[src/rtl/core/qam_pkg.sv]
package qam_pkg;

  localparam int DIFF_W  = 9;
  localparam int PROD_W  = 18;
  localparam int RATIO_W = 32;
  localparam int ACC_W   = 51;
  localparam int MAG_W   = 50;
  localparam int CLAMP_W = 10;
  localparam int SUM_W   = 12;
  localparam int FRAC_W  = 5;

  localparam logic [CLAMP_W-1:0] CLAMP_MAX = '1;

  localparam logic [2:0] REG_MODE          = 3'd0;
  localparam logic [2:0] REG_ZERO_A        = 3'd1;
  localparam logic [2:0] REG_ZERO_B        = 3'd2;
  localparam logic [2:0] REG_ZERO_OUT      = 3'd3;
  localparam logic [2:0] REG_RATIO_A       = 3'd4;
  localparam logic [2:0] REG_RATIO_B       = 3'd5;
  localparam logic [2:0] REG_RATIO_PRODUCT = 3'd6;
  localparam logic [2:0] REG_FRAC_BITS     = 3'd7;

  localparam logic MODE_ADD = 1'b0;
  localparam logic MODE_MUL = 1'b1;

  localparam logic signed [7:0] OUT_MIN = -8'sd128;
  localparam logic signed [7:0] OUT_MAX = 8'sd127;

  typedef struct packed {
    logic valid;
    logic mode;
  } stage_ctl_t;

  typedef struct packed {
    logic               mode;
    logic signed [7:0]  zero_a;
    logic signed [7:0]  zero_b;
    logic signed [7:0]  zero_out;
    logic [RATIO_W-1:0] ratio_a;
    logic [RATIO_W-1:0] ratio_b;
    logic [RATIO_W-1:0] ratio_product;
    logic [FRAC_W-1:0]  frac_bits;
  } cfg_t;

endpackage

[src/rtl/core/qam_zero.sv]
module qam_zero (
  input  logic                                clk,
  input  logic                                rst,
  input  qam_pkg::stage_ctl_t                 ctl_in,
  input  logic signed [7:0]                   a_value,
  input  logic signed [7:0]                   b_value,
  input  qam_pkg::cfg_t                       cfg,
  output qam_pkg::stage_ctl_t                 ctl_out,
  output logic signed [qam_pkg::DIFF_W-1:0]   da_out,
  output logic signed [qam_pkg::DIFF_W-1:0]   db_out,
  output logic signed [qam_pkg::PROD_W-1:0]   prod_out
);

  qam_pkg::stage_ctl_t                 ctl1;
  logic signed [qam_pkg::DIFF_W-1:0]   da1;
  logic signed [qam_pkg::DIFF_W-1:0]   db1;

  always_ff @(posedge clk) begin
    if (rst) begin
      ctl1    <= '0;
      ctl_out <= '0;
    end else begin
      ctl1    <= ctl_in;
      ctl_out <= ctl1;
    end
  end

  // zero point removal, then the element product for multiply mode
  always_ff @(posedge clk) begin
    da1      <= $signed({a_value[7], a_value}) - $signed({cfg.zero_a[7], cfg.zero_a});
    db1      <= $signed({b_value[7], b_value}) - $signed({cfg.zero_b[7], cfg.zero_b});
    da_out   <= da1;
    db_out   <= db1;
    prod_out <= da1 * db1;
  end

endmodule

[src/rtl/core/qam_scale.sv]
module qam_scale (
  input  logic                                clk,
  input  logic                                rst,
  input  qam_pkg::stage_ctl_t                 ctl_in,
  input  logic signed [qam_pkg::DIFF_W-1:0]   da_in,
  input  logic signed [qam_pkg::DIFF_W-1:0]   db_in,
  input  logic signed [qam_pkg::PROD_W-1:0]   prod_in,
  input  qam_pkg::cfg_t                       cfg,
  output qam_pkg::stage_ctl_t                 ctl_out,
  output logic signed [qam_pkg::ACC_W-1:0]    acc_out
);

  qam_pkg::stage_ctl_t                 ctl3;
  logic signed [qam_pkg::ACC_W-1:0]    ma;
  logic signed [qam_pkg::ACC_W-1:0]    mb;
  logic signed [qam_pkg::PROD_W-1:0]   x_a;
  logic signed [qam_pkg::RATIO_W:0]    r_a;
  logic signed [qam_pkg::RATIO_W:0]    r_b;
  logic signed [qam_pkg::ACC_W-1:0]    ma_next;
  logic signed [qam_pkg::ACC_W-1:0]    mb_next;

  always_comb begin
    r_b = $signed({1'b0, cfg.ratio_b});
    if (ctl_in.mode == qam_pkg::MODE_MUL) begin
      x_a     = prod_in;
      r_a     = $signed({1'b0, cfg.ratio_product});
      mb_next = '0;
    end else begin
      x_a     = qam_pkg::PROD_W'(da_in);
      r_a     = $signed({1'b0, cfg.ratio_a});
      mb_next = db_in * r_b;
    end
    ma_next = x_a * r_a;
  end

  always_ff @(posedge clk) begin
    if (rst) begin
      ctl3    <= '0;
      ctl_out <= '0;
    end else begin
      ctl3    <= ctl_in;
      ctl_out <= ctl3;
    end
  end

  always_ff @(posedge clk) begin
    ma      <= ma_next;
    mb      <= mb_next;
    acc_out <= ma + mb;
  end

endmodule

[src/rtl/core/qam_requant.sv]
module qam_requant (
  input  logic                               clk,
  input  logic                               rst,
  input  qam_pkg::stage_ctl_t                ctl_in,
  input  logic signed [qam_pkg::ACC_W-1:0]   acc_in,
  input  qam_pkg::cfg_t                      cfg,
  output logic                               done,
  output logic signed [7:0]                  out_value,
  output logic                               saturated
);

  qam_pkg::stage_ctl_t                ctl5;
  qam_pkg::stage_ctl_t                ctl6;
  logic                               neg5;
  logic [qam_pkg::MAG_W-1:0]          mag5;
  logic                               neg6;
  logic [qam_pkg::CLAMP_W-1:0]        rc6;
  logic [qam_pkg::MAG_W-1:0]          half;
  logic [qam_pkg::MAG_W-1:0]          rounded;
  logic [qam_pkg::CLAMP_W-1:0]        rc_next;
  logic signed [qam_pkg::SUM_W-1:0]   rs;
  logic signed [qam_pkg::SUM_W-1:0]   v;
  logic signed [7:0]                  out_next;
  logic                               sat_next;

  // half an lsb at the fraction point, zero when there are no fraction bits
  always_comb begin
    half    = (qam_pkg::MAG_W'(1) << cfg.frac_bits) >> 1;
    rounded = (mag5 + half) >> cfg.frac_bits;
    if (rounded > qam_pkg::MAG_W'(qam_pkg::CLAMP_MAX)) begin
      rc_next = qam_pkg::CLAMP_MAX;
    end else begin
      rc_next = rounded[qam_pkg::CLAMP_W-1:0];
    end
  end

  always_comb begin
    rs = neg6 ? -$signed({2'b00, rc6}) : $signed({2'b00, rc6});
    v  = rs + qam_pkg::SUM_W'(cfg.zero_out);
    if (v < qam_pkg::SUM_W'(qam_pkg::OUT_MIN)) begin
      out_next = qam_pkg::OUT_MIN;
      sat_next = 1'b1;
    end else if (v > qam_pkg::SUM_W'(qam_pkg::OUT_MAX)) begin
      out_next = qam_pkg::OUT_MAX;
      sat_next = 1'b1;
    end else begin
      out_next = v[7:0];
      sat_next = 1'b0;
    end
  end

  always_ff @(posedge clk) begin
    if (rst) begin
      ctl5 <= '0;
      ctl6 <= '0;
      done <= 1'b0;
    end else begin
      ctl5 <= ctl_in;
      ctl6 <= ctl5;
      done <= ctl6.valid;
    end
  end

  always_ff @(posedge clk) begin
    neg5      <= acc_in[qam_pkg::ACC_W-1];
    mag5      <= acc_in[qam_pkg::ACC_W-1] ? qam_pkg::MAG_W'(-acc_in)
                                          : qam_pkg::MAG_W'(acc_in);
    neg6      <= neg5;
    rc6       <= rc_next;
    out_value <= out_next;
    saturated <= sat_next;
  end

endmodule

[src/rtl/core/quantized_int8_add_mul_top.sv]
// Quantized int8 elementwise add/multiply with requantization. A request is
// taken whenever start is high; busy is never raised, so one request per clock
// is sustained indefinitely. Each request gives exactly one result, shown on
// out_value and saturated for the single cycle that done is high, once the request
// passes the pipeline: two stages remove the zero points and form the element
// product, two apply the 33-bit signed ratio multipliers and sum, three round
// half away from zero, add zero_out and clamp. The receiver cannot stall, so
// results must be captured the cycle done is high. Registers are written
// through cfg_valid/cfg_ready (always ready) and must only change while no
// request is in flight.
module quantized_int8_add_mul_top (
  input  logic              clk,
  input  logic              rst,
  input  logic              start,
  output logic              busy,
  input  logic signed [7:0] a_value,
  input  logic signed [7:0] b_value,
  output logic              done,
  output logic signed [7:0] out_value,
  output logic              saturated,
  input  logic              cfg_valid,
  output logic              cfg_ready,
  input  logic [2:0]        cfg_index,
  input  logic [31:0]       cfg_data
);

  qam_pkg::cfg_t                       cfg;
  qam_pkg::stage_ctl_t                 ctl_in;
  qam_pkg::stage_ctl_t                 ctl_z;
  qam_pkg::stage_ctl_t                 ctl_s;
  logic signed [qam_pkg::DIFF_W-1:0]   da;
  logic signed [qam_pkg::DIFF_W-1:0]   db;
  logic signed [qam_pkg::PROD_W-1:0]   prod;
  logic signed [qam_pkg::ACC_W-1:0]    acc;

  assign busy      = 1'b0;
  assign cfg_ready = 1'b1;

  always_comb begin
    ctl_in.valid = start && !busy;
    ctl_in.mode  = cfg.mode;
  end

  always_ff @(posedge clk) begin
    if (rst) begin
      cfg.mode          <= qam_pkg::MODE_ADD;
      cfg.zero_a        <= '0;
      cfg.zero_b        <= '0;
      cfg.zero_out      <= '0;
      cfg.ratio_a       <= 32'd65536;
      cfg.ratio_b       <= 32'd65536;
      cfg.ratio_product <= 32'd65536;
      cfg.frac_bits     <= 5'd16;
    end else if (cfg_valid && cfg_ready) begin
      case (cfg_index)
        qam_pkg::REG_MODE:          cfg.mode          <= cfg_data[0];
        qam_pkg::REG_ZERO_A:        cfg.zero_a        <= cfg_data[7:0];
        qam_pkg::REG_ZERO_B:        cfg.zero_b        <= cfg_data[7:0];
        qam_pkg::REG_ZERO_OUT:      cfg.zero_out      <= cfg_data[7:0];
        qam_pkg::REG_RATIO_A:       cfg.ratio_a       <= cfg_data;
        qam_pkg::REG_RATIO_B:       cfg.ratio_b       <= cfg_data;
        qam_pkg::REG_RATIO_PRODUCT: cfg.ratio_product <= cfg_data;
        qam_pkg::REG_FRAC_BITS:     cfg.frac_bits     <= cfg_data[4:0];
        default: begin
        end
      endcase
    end
  end

  qam_zero u_zero (
    .clk      (clk),
    .rst      (rst),
    .ctl_in   (ctl_in),
    .a_value  (a_value),
    .b_value  (b_value),
    .cfg      (cfg),
    .ctl_out  (ctl_z),
    .da_out   (da),
    .db_out   (db),
    .prod_out (prod)
  );

  qam_scale u_scale (
    .clk     (clk),
    .rst     (rst),
    .ctl_in  (ctl_z),
    .da_in   (da),
    .db_in   (db),
    .prod_in (prod),
    .cfg     (cfg),
    .ctl_out (ctl_s),
    .acc_out (acc)
  );

  qam_requant u_requant (
    .clk       (clk),
    .rst       (rst),
    .ctl_in    (ctl_s),
    .acc_in    (acc),
    .cfg       (cfg),
    .done      (done),
    .out_value (out_value),
    .saturated (saturated)
  );

endmodule

[config.mk]
export PLATFORM = sky130hd
export DESIGN_NAME = quantized_int8_add_mul_top
export DESIGN_NICKNAME = d
export VERILOG_FILES = /design/src/rtl/core/qam_pkg.sv /design/src/rtl/core/qam_zero.sv /design/src/rtl/core/qam_scale.sv /design/src/rtl/core/qam_requant.sv /design/src/rtl/core/quantized_int8_add_mul_top.sv
export SDC_FILE = /design/constraint.sdc
export NUM_CORES = 2
export LEC_CHECK = 0
export BUFFER_PORTS_ARGS = -buffer_cell sky130_fd_sc_hd__buf_4
export CAP_MARGIN = 20
export CELL_PAD_IN_SITES_DETAIL_PLACEMENT = 2
export CELL_PAD_IN_SITES_GLOBAL_PLACEMENT = 2
export CORE_MARGIN = 4
export CORE_UTILIZATION = 37
export DETAILED_ROUTE_END_ITERATION = 10
export PLACE_DENSITY_LB_ADDON = 0.1
export SLEW_MARGIN = 10
export SYNTH_ARGS = -nofsm -noshare
export SYNTH_HDL_FRONTEND = slang
export SYNTH_SLANG_ARGS = --single-unit
[constraint.sdc]
create_clock -name clk -period 7.73 [get_ports clk]
set_input_delay 1.546 -clock clk [delete_from_list [all_inputs] [get_ports clk]]
set_output_delay 1.546 -clock clk [all_outputs]
set_load 0.01 [all_outputs]
==> impl_metrics.sql <==
INSERT INTO impl_metrics (metric_group, metric, value, unit) VALUES
('placed_design', 'gpl.final_weighted_congestion', '0.915', ''),
('sta', 'period_share', '0.963', ''),
('grt', 'gr-max-usage-layer', 'met2', ''),
('worst_setup_path', 'crit_type', 'reg -> reg', ''),
('die', 'die_w', '382', 'microns'),
('placed_design', 'preCtsSetupSlack', '-208', 'ps'),
('grt', 'first_global_vias', '49007', ''),
('logic_synthesis', 'synthesis.yosys.warnings', '0', ''),
('clock_network', 'cts_hold_repair.buffers', '0', ''),
('logic_synthesis', 'ys_seq_area_frac', '0.156', ''),
('worst_setup_path', 'critPathMaxFanout', '12', ''),
('die', 'die_h', '382', 'microns'),
('cells_and_area', 'final_core_util', '0.413', ''),
('sta', 'finalCriticalPeriod', '7440', 'ps'),
('worst_hold_path', 'hold_depth', '0', ''),
('power', 'max-vdd-ir-drop', '0.000551', 'V'),
('route', 'first_iter_violations', '2073', ''),
('logic_synthesis', 'async_flop_share', '0', ''),
('logic_synthesis', 'synth.cell_area', '51900', 'sq um'),
('cells_and_area', 'drive_above_1_share', '0.0828', ''),
('logic_synthesis', 'synth_edf_count', '0', ''),
('cells_and_area', 'synthToLayoutAreaGrowth', '10.9', '%'),
('worst_setup_path', 'worst_path_max_delay_cell', 'sky130_fd_sc_hd__fa_1', ''),
('sta', 'grt_setup_unrepaired', 'true', ''),
('die', 'top_ports', '67', ''),
('route', 'detailroute.via_count', '42778', ''),
('logic_synthesis', 'post_synth_num_cell_types', '92', ''),
('placed_design', 'dp_hpwl', '160000', 'microns'),
('sta', 'worst_slack', '289', 'ps'),
('worst_setup_path', 'crit_arrival', '7950', 'ps'),
('grt', 'grt_start_max_net_pins', '73', ''),
('flow_run', 'max_cap_check_violation_count', '0', ''),
('worst_setup_path', 'crit_path_end_kind', 'register', ''),
('route', 'drc', '0', ''),
('clock_network', 'cts_tree', 'yes', ''),
('sta', 'finalClockSkew', '47.5', 'ps'),
('clock_network', 'max-clock-path-buffers', '3', ''),
('grt', 'grt.met2_usage', '0.472', ''),
('grt', 'global_route.usage.met1', '0.338', ''),
('logic_synthesis', 'yosys_register_bits', '404', ''),
('cells_and_area', 'layout_commonest_cell', 'sky130_fd_sc_hd__nand2_1', ''),
('clock_network', 'cts.sink_count', '404', ''),
('logic_synthesis', 'syn-mean-instance-area', '8.48', 'sq um'),
('route', 'totalWireLength', '191000', 'microns'),
('sta', 'timing.setup.tns', '0', 'ps'),
('worst_hold_path', 'min-delay-path-class', 'reg -> reg', ''),
('die', 'core_region_area', '139000', 'sq um'),
('power', 'pwr_dens', '230', 'nW/um^2'),
('worst_setup_path', 'cp_slowest_stage_delay', '560', 'ps'),
('worst_setup_path', 'critical_path_launch_point_type', 'register', ''),
('grt', 'grt.total_usage', '0.263', ''),
('sta', 'slew_viol_final', '0', ''),
('sta', 'finalHoldViolations', '0', ''),
('route', 'drt_pre_antenna_iters', '5', ''),
('die', 'initial_utilization', '0.372', ''),
('sta', 'fmax', '134', 'MHz'),
('grt', 'use_met3', '0.0261', ''),
('die', 'placement_rows', '137', ''),
('route', 'postRouteAntennaNets', '0', ''),
('worst_setup_path', 'cpMostUsedCell', 'sky130_fd_sc_hd__fa_1', ''),
('clock_network', 'clk_pin_slew', '60', 'ps'),
('die', 'die_area', '146000', 'sq um'),
('grt', 'grt_pass1_wl', '297000', 'microns'),
('worst_setup_path', 'worst-r2r-cell-count', '30', ''),
('cells_and_area', 'final_cell_mix', 'sky130_fd_sc_hd__nand2_1 (1,007), sky130_fd_sc_hd__inv_1 (966), sky130_fd_sc_hd__fa_1 (765)', ''),
('clock_network', 'cts-buffers-inserted', '51', ''),
('logic_synthesis', 'synthCells', '6118', ''),
('clock_network', 'htree_levels', '2', ''),
('grt', 'antenna_found_initial', '10', ''),
('outcome', 'run_status', 'finished, final reports clean', ''),
('cells_and_area', 'n_fill_cell', '15583', ''),
('cells_and_area', 'final_net_count', '7408', ''),
('logic_synthesis', 'synth-main-ff-cell', 'sky130_fd_sc_hd__dfxtp_1', ''),
('route', 'drt-vias-per-instance', '5.28', ''),
('clock_network', 'clock_latency', '660', 'ps'),
('placed_design', 'buffer_ports.inserted', '64', ''),
('worst_setup_path', 'crit_required', '8240', 'ps'),
('power', 'p_leak', '26.6', 'nW'),
('logic_synthesis', 'synth.net_count', '7347', ''),
('route', 'post_drt_wl_per_cell', '23.5', 'microns'),
('clock_network', 'cts.root.buffer_cell', 'sky130_fd_sc_hd__clkbuf_16', ''),
('sta', 'worst_slew_pin_slew', '1120', 'ps'),
('sta', 'timing.max_slew.rel_slack', '0.250', ''),
('grt', 'grt-ovfl-total', '0', ''),
('sta', 'setup_violations', '0', '');
layout make-up:
class / count / area (sq um) / share of cell area
clock buffers: 72 / 1500 / 0.0260
repair buffers: 283 / 2280 / 0.0396
clock inverters: 21 / 280 / 0.00487
multi-input cells: 4468 / 39300 / 0.684
well taps: 1876 / 2350 / 0.0408
flip-flops and latches: 404 / 8090 / 0.141
inverters: 971 / 3650 / 0.0634
diodes: 5 / 12.5 / 0.000218
timing repair:
action | in CTS | in global routing
gates resized for setup | 10 | 70
pin swaps | 2 | 12
endpoints found under the setup margin | 10 | 13
endpoints found under the hold margin | 0 | 0
gates cloned | 0 | 1
buffers inserted | 3 | 7
sequential cells by signal, summed over array words and instances (netlist names):
signal	flops
u_zero.da1	9
u_requant.mag5	50
u_requant.saturated	1
u_requant.neg5	1
u_scale.acc_out	51
u_scale.ctl3	1
u_zero.ctl1	2
u_zero.db_out	9
u_requant.neg6	1
u_zero.prod_out	18
u_zero.da_out	9
u_requant.done	1
u_scale.ctl_out	1
cfg	126
u_requant.rc6	10
u_scale.ma	51
u_requant.ctl5	1
u_scale.mb	42
u_zero.db1	9
u_requant.out_value	8
u_requant.ctl6	1
u_zero.ctl_out	2
critical path: cells and delay by family, from the launching register on:
kind / cells / cell delay [ps]
and+or+nand+nor: 4 / 430
muxes: 1 / 350
buffers and inverters: 8 / 790
AOI/OAI and AO/OA: 10 / 2050
adders and majority gates: 7 / 3270
DFF: 1 / 380
metal layers:
layer	up-vias	routed length [microns]
met1	22366	83500
li1	19625	-
met2	588	95100
met4	2	5340
met5	-	8
met3	197	6570
metrics by stage:
stage	area (sq um)	power [W]	std cells	hold slack [ps]
after global placement	55300	0.0104	7990	314
after CTS	57100	0.0134	8086	331
after global routing	57500	0.0144	8096	343
final	57500	0.0132	8100	332
after floorplan	51900	0.00830	6118	310
after detailed placement	55300	0.0107	7990	319
logic make-up (layout without fill, tap and decap cells):
family          Yosys count  in the layout  share of synthesized area
compound gates          910            910                      0.114
xor+xnor                244            244                     0.0412
fa+ha+maj              1174           1174                      0.394
buf+inv                1246           1347                     0.0908
flops                   404            404                      0.156
mux                     150            150                     0.0334
other cells               2              7                   0.000145
simple gates           1988           1988                      0.170
report_power, final:
part,switching [W],internal (W)
Sequential,0.000498,0.00267
Combinational,0.00442,0.00310
Clock,0.00103,0.00150
cells in the mapped netlist (all sizes together), types with 25 or more instances:
master	count	area share
nand2	1010	0.073
inv	969	0.070
fa	766	0.30
ha	408	0.098
dfxtp	404	0.16
nor2	402	0.029
a21oi	320	0.031
clkbuf	241	0.017
xnor2	181	0.031
and2	156	0.019
o21ai	148	0.014
mux2i	92	0.018
a21o	80	0.012
nand2b	78	0.0094
nand3	70	0.0068
xor2	63	0.011
nor2b	55	0.0066
nand4	54	0.0065
a211oi	50	0.0072
nor3	48	0.0046
o21a	46	0.0067
mux2	44	0.0096
buf	34	0.0031
o211ai	29	0.0042
o31ai	27	0.0039
o21bai	25	0.0036
worst paths after layout:
path / endpoint / slack (ps) / startpoint
worst max-delay path: u_scale.ma[48] / 290 / u_zero.ctl_out[0]
worst min-delay path: u_requant.neg6 / 330 / u_requant.neg5
worst max register to register: u_scale.ma[48] / 290 / u_zero.ctl_out[0]
worst min register to register: u_requant.neg6 / 330 / u_requant.neg5
No activity file was read; power rests on OpenSTA's default activity.
